`src/rtl/fcm_pkg.sv`:
```
// Shared constants and types of the four-channel mixer with meters.
package fcm_pkg;

    localparam int CHANNELS   = 4;
    localparam int CH_W       = (CHANNELS > 1) ? $clog2(CHANNELS) : 1;
    localparam int CLIP_DEPTH = 1024;
    localparam int CLIP_AW    = $clog2(CLIP_DEPTH);
    localparam int CLIP_DW    = 15;

    localparam int CFG_IW = $clog2(CHANNELS + 4);
    localparam int CFG_DW = 16;

    localparam logic [CFG_IW-1:0] REG_MUTE   = CFG_IW'(CHANNELS);
    localparam logic [CFG_IW-1:0] REG_DIRECT = CFG_IW'(CHANNELS + 1);
    localparam logic [CFG_IW-1:0] REG_SOFT   = CFG_IW'(CHANNELS + 2);
    localparam logic [CFG_IW-1:0] REG_DECAY  = CFG_IW'(CHANNELS + 3);

    localparam logic [15:0] LEVEL_RESET = 16'd32768;
    localparam logic [15:0] DECAY_RESET = 16'd175;
    localparam logic [15:0] CV_FULL     = 16'd20480;

    localparam int MUL_AW = 30;
    localparam int MUL_BW = 23;
    localparam int MUL_PW = MUL_AW + MUL_BW;

    localparam logic [MUL_BW-1:0] TANH_STEP    = 23'd6100740;
    localparam logic [MUL_BW-1:0] SOFT_SCALE   = 23'd22528;
    localparam logic [MUL_BW-1:0] RECIP5       = 23'd419431;
    localparam int                RECIP5_SHIFT = 18;

    typedef struct packed {
        logic [MUL_AW-1:0] a;
        logic [MUL_BW-1:0] b;
    } t_mul_req;

    typedef struct packed {
        logic [CLIP_AW-1:0] addr0;
        logic [CLIP_AW-1:0] addr1;
    } t_clip_rd;

    typedef struct packed {
        logic [CLIP_DW-1:0] data0;
        logic [CLIP_DW-1:0] data1;
    } t_clip_data;

endpackage

```
`src/rtl/fcm_mul.sv`:
```
// Shared unsigned multiplier with a registered product.
module fcm_mul (
    input  logic                    i_clk,
    input  fcm_pkg::t_mul_req       i_req,
    output logic [fcm_pkg::MUL_PW-1:0] o_prod
);
    import fcm_pkg::*;

    logic [MUL_PW-1:0] r_prod;

    always_ff @(posedge i_clk) begin
        r_prod <= MUL_PW'(i_req.a) * MUL_PW'(i_req.b);
    end

    assign o_prod = r_prod;

endmodule

```
`config.mk`:
```
export PLATFORM = sky130hd
export DESIGN_NAME = fcm_mul
export DESIGN_NICKNAME = d
export VERILOG_FILES = /design/src/rtl/fcm_pkg.sv /design/src/rtl/fcm_mul.sv
export SDC_FILE = /design/constraint.sdc
export NUM_CORES = 2
export LEC_CHECK = 0
export BUFFER_PORTS_ARGS = -buffer_cell sky130_fd_sc_hd__buf_4
export CORE_ASPECT_RATIO = 1.4
export CORE_MARGIN = 3
export CORE_UTILIZATION = 60
export CTS_BUF_LIST = sky130_fd_sc_hd__clkbuf_16
export DETAILED_ROUTE_END_ITERATION = 8
export PLACE_DENSITY = 0.78
export SETUP_SLACK_MARGIN = 0.1
export SYNTH_ARGS = -nofsm -noshare
export SYNTH_HDL_FRONTEND = slang
export SYNTH_SLANG_ARGS = --single-unit
```
`constraint.sdc`:
```
create_clock -name i_clk -period 9.16 [get_ports i_clk]
set_input_delay 1.832 -clock i_clk [delete_from_list [all_inputs] [get_ports i_clk]]
set_output_delay 1.832 -clock i_clk [all_outputs]
set_load 0.1 [all_outputs]
```
Yosys cells after proc, flatten, opt, wreduce, memory -nomap -nowiden
Index checks and enable logic that the tools add are counted.
{"block": "word_totals", "ff_bits": 53, "out_inout_bits": 53, "inputBits": 54, "wordCells": 2}
{"block": "classes", "n_mul": 1}
{"cell": "multiplier 30 x 23 -> 53 bit", "count": 1}

Longest topological paths before layout
{"block": "logic_depth", "depth_word": 1, "ltp_mapped": 26, "ltp_nobuf": 25}

Least setup slack after synthesis
Ideal clock, no wire load.
{"block": "synth_timing", "path_kind": "input port to flip-flop", "start": "input i_req[33] (netlist name)", "end": "register r_prod[52] (netlist: o_prod[52])", "setup_time_ps": 118, "t_required_ps": 9042, "path_buffers": 2, "arrival_ps": 7788, "setup_slack_ps": 1254, "path_stages": 25, "cell_sequence": "clkbuf_1 nand2_1 fa_1 fa_1 inv_1 fa_1 inv_1 fa_1 inv_1 fa_1 fa_1 inv_1 fa_1 inv_1 ha_1 buf_6 a21oi_1 o21ai_1 a2111o_1 o31ai_2 o21ai_1 a31oi_2 o21ai_1 a21oi_2 xnor2_1"}
{"block": "synth_via", "elab_chain_len": 1}
{"item": "start: declaration", "line_no": "fcm_mul.sv:4", "text": "input fcm_pkg::t_mul_req i_req,"}
{"item": "multiplier 30 x 23 -> 53 bit", "line_no": "fcm_mul.sv:12", "text": "r_prod <= MUL_PW'(i_req.a) * MUL_PW'(i_req.b);"}
{"item": "end signal: assignment", "line_no": "fcm_mul.sv:12"}
{"item": "end: declaration", "line_no": "fcm_mul.sv:9", "text": "logic [MUL_PW-1:0] r_prod;"}
Every way passes these cells.

Worst setup path after layout
{"block": "layout_timing", "start": "input i_req[8] (netlist name)", "end": "register r_prod[52] (netlist: o_prod[52])"}
The elaborated chain is that of the path after synthesis.

==> out/summary.txt <==
run status: completed
period utilization: 91.06%
Pre-antenna DRT Iters: 8
Worst setup SP type: primary input
Worst EP arrival: 8570 ps
Distinct cells, synth: 68
Final Worst Setup Slack: 819.2 ps
WP data required: 9390 ps
ys flop type: dfxtp_1
DR iter-0 viols: 1209
core footprint: 38050 µm²
Via-to-Cell Ratio: 5.685
hold slack: 1972 ps
vias in the first global route: 19550
Die Ht: 239.6 µm
share of layout cells above drive strength 1: 5.623%
number of synthesized flops with an enable pin: 0
Boundary Pins: 107
Least-Margin Pin Slew: 571.8 ps
Min-Delay Path Class: primary input to flop
Resized cells post-CTS: 0
endpoints failing hold: 0
first-pass GRT wire length: 100200 µm
max reg flops: 53
setup violators final: 0
Post-Syn Area: 23380 µm²
area delta synth->final: 4.410%
CP endpoint kind: flop
Initial Utilization: 61.45%
sequential share of the synthesized area: 4.538%
Overflow after GRT: 0
final layout net count: 3378
CTS tree: yes
total wire length: 62250 µm
Mapped Nets: 3403
antenna violations before repair: 2
MaxCap Viol Count: 0
min cycle time layout: 8341 ps
Setup TNS: 0 ps
# clock sinks: 53
Die Span X: 172.8 µm
ys async rst share: 0%
crit path max fanout: 30
critical path class: primary input to flop
total number of vias: 17500
H-tree level count: 2
drt drc: 0
Die Area: 41400 µm²
TritonCTS buffer count: 5
number of synthesized register bits: 53
relative slew slack: 61.65%
HPWL after DPL: 49920 µm
CTS Root Cell: clkbuf_16
Core Rows: 84
Max Slew Vio Count: 0
FMAX: 119.9 MHz
Post-Syn Instances: 2585
Avg WL per Cell: 20.22 µm
port bufs: 106
Clock Path Buffers: 2
RSZ-0062 raised after global routing: false
Post-DRT Antenna Nets: 0
Global Route Usage Sum: 31.10%
Synth Warn #: 0
post-CTS setup buffers: 0
Syn Area/Cell: 9.044 µm²
routability cong.: 0.9215
largest net degree at the start of global routing: 31
worst slack, placed: 543.7 ps
Worst-path clk slew: 80 ps
cts hold-fix bufs: 0
layout by cell type, fill, tap and decap left out, types with 3 or more instances in the layout:
cell | netlist | routed
a211oi_1 | 6 | 6
a21o_1 | 19 | 19
a21oi_1 | 46 | 46
a21oi_2 | 4 | 4
a31oi_1 | 6 | 6
and2_1 | 293 | 293
and3_1 | 10 | 10
buf_4 | 0 | 106
clkbuf_16 | 0 | 5
dfxtp_1 | 53 | 53
fa_1 | 585 | 585
ha_1 | 179 | 179
inv_1 | 623 | 623
nand2_1 | 429 | 429
nand3_1 | 9 | 9
nand4_1 | 9 | 9
nor2_1 | 20 | 20
nor2b_1 | 5 | 5
nor3_1 | 4 | 4
o211ai_1 | 3 | 3
o21a_1 | 4 | 4
o21ai_0 | 14 | 14
o21ai_1 | 14 | 14
o21bai_1 | 7 | 7
o31ai_2 | 4 | 4
xnor2_1 | 34 | 34
xor2_1 | 16 | 16
critical path, stage by stage:
cell and delay, ps:
buf_4 320, nand2_1 140, fa_1 540, fa_1 570, inv_1 60, fa_1 500
inv_1 50, fa_1 520, inv_1 50, fa_1 380, fa_1 520, inv_1 50
fa_1 540, inv_1 60, ha_1 380, a21oi_1 240, o21ai_1 110, a2111o_1 420
o31ai_2 370, o21ai_1 250, a31oi_2 270, o21ai_1 100, a21oi_2 150, xnor2_1 130
area by class of cell:
cell class | instances | area (µm²)
multi-input combinational | 1771 | 19420
clock inverter | 3 | 17.52
sequential | 53 | 1061
timing repair buffer | 106 | 795.8
inverter | 623 | 2338
clock buffer | 5 | 125.1
antenna | 1 | 2.502
tap | 516 | 645.6
fill | 3263 | 13640
through the flow:
step	util [%]	area, µm²	cells
2_1_floorplan	-	23380	2585
3_3_place_gp	63.78	24260	3069
3_5_place_dp	63.78	24260	3069
4_1_cts	64.15	24410	3077
5_1_grt	64.15	24410	3077
6_report	64.16	24410	3078
synth_stat cells, types with 14 or more instances:
library cell | n | area share (%)
inv_1 | 623 | 10
fa_1 | 585 | 50
nand2_1 | 429 | 6.9
and2_1 | 293 | 7.8
ha_1 | 179 | 9.6
clkbuf_1 | 133 | 2.1
dfxtp_1 | 53 | 4.5
a21oi_1 | 46 | 0.98
xnor2_1 | 34 | 1.3
nor2_1 | 20 | 0.32
a21o_1 | 19 | 0.61
xor2_1 | 16 | 0.60
o21ai_0 | 14 | 0.30
o21ai_1 | 14 | 0.30
path summary, 6_finish.rpt:
check                         to  startpoint  slack, ps  cells after the start
worst max-delay path  o_prod[52]    i_req[8]        820                     24
worst min-delay path   o_prod[0]   i_req[23]       1970                      2
cell families (layout without fill, tap and decap cells):
logic type,count (synthesis),in the layout,synth area share [%]
AO/OA/AOI/OAI,160,160,4.956
flip-flops,53,53,4.538
adder cells (fa/ha/maj),764,764,59.67
XOR/XNOR,50,50,1.873
other,0,1,0
buffers and inverters,761,737,12.38
AND/OR/NAND/NOR,796,796,16.54
multiplexers,1,1,0.04282
layer usage:
layer / up-vias / wire (µm) / global-route usage [%]
met1: 9040 / 19550 / 32.83
li1: 7427 / - / -
met4: 0 / 5600 / 22.50
met2: 787 / 33280 / 57.23
met3: 243 / 3822 / 3.790
met5: - / 0 / 0
Power is left out: the tool's default activity adds up to more than one toggle a clock period on the data nets, which glitch-free logic cannot reach.
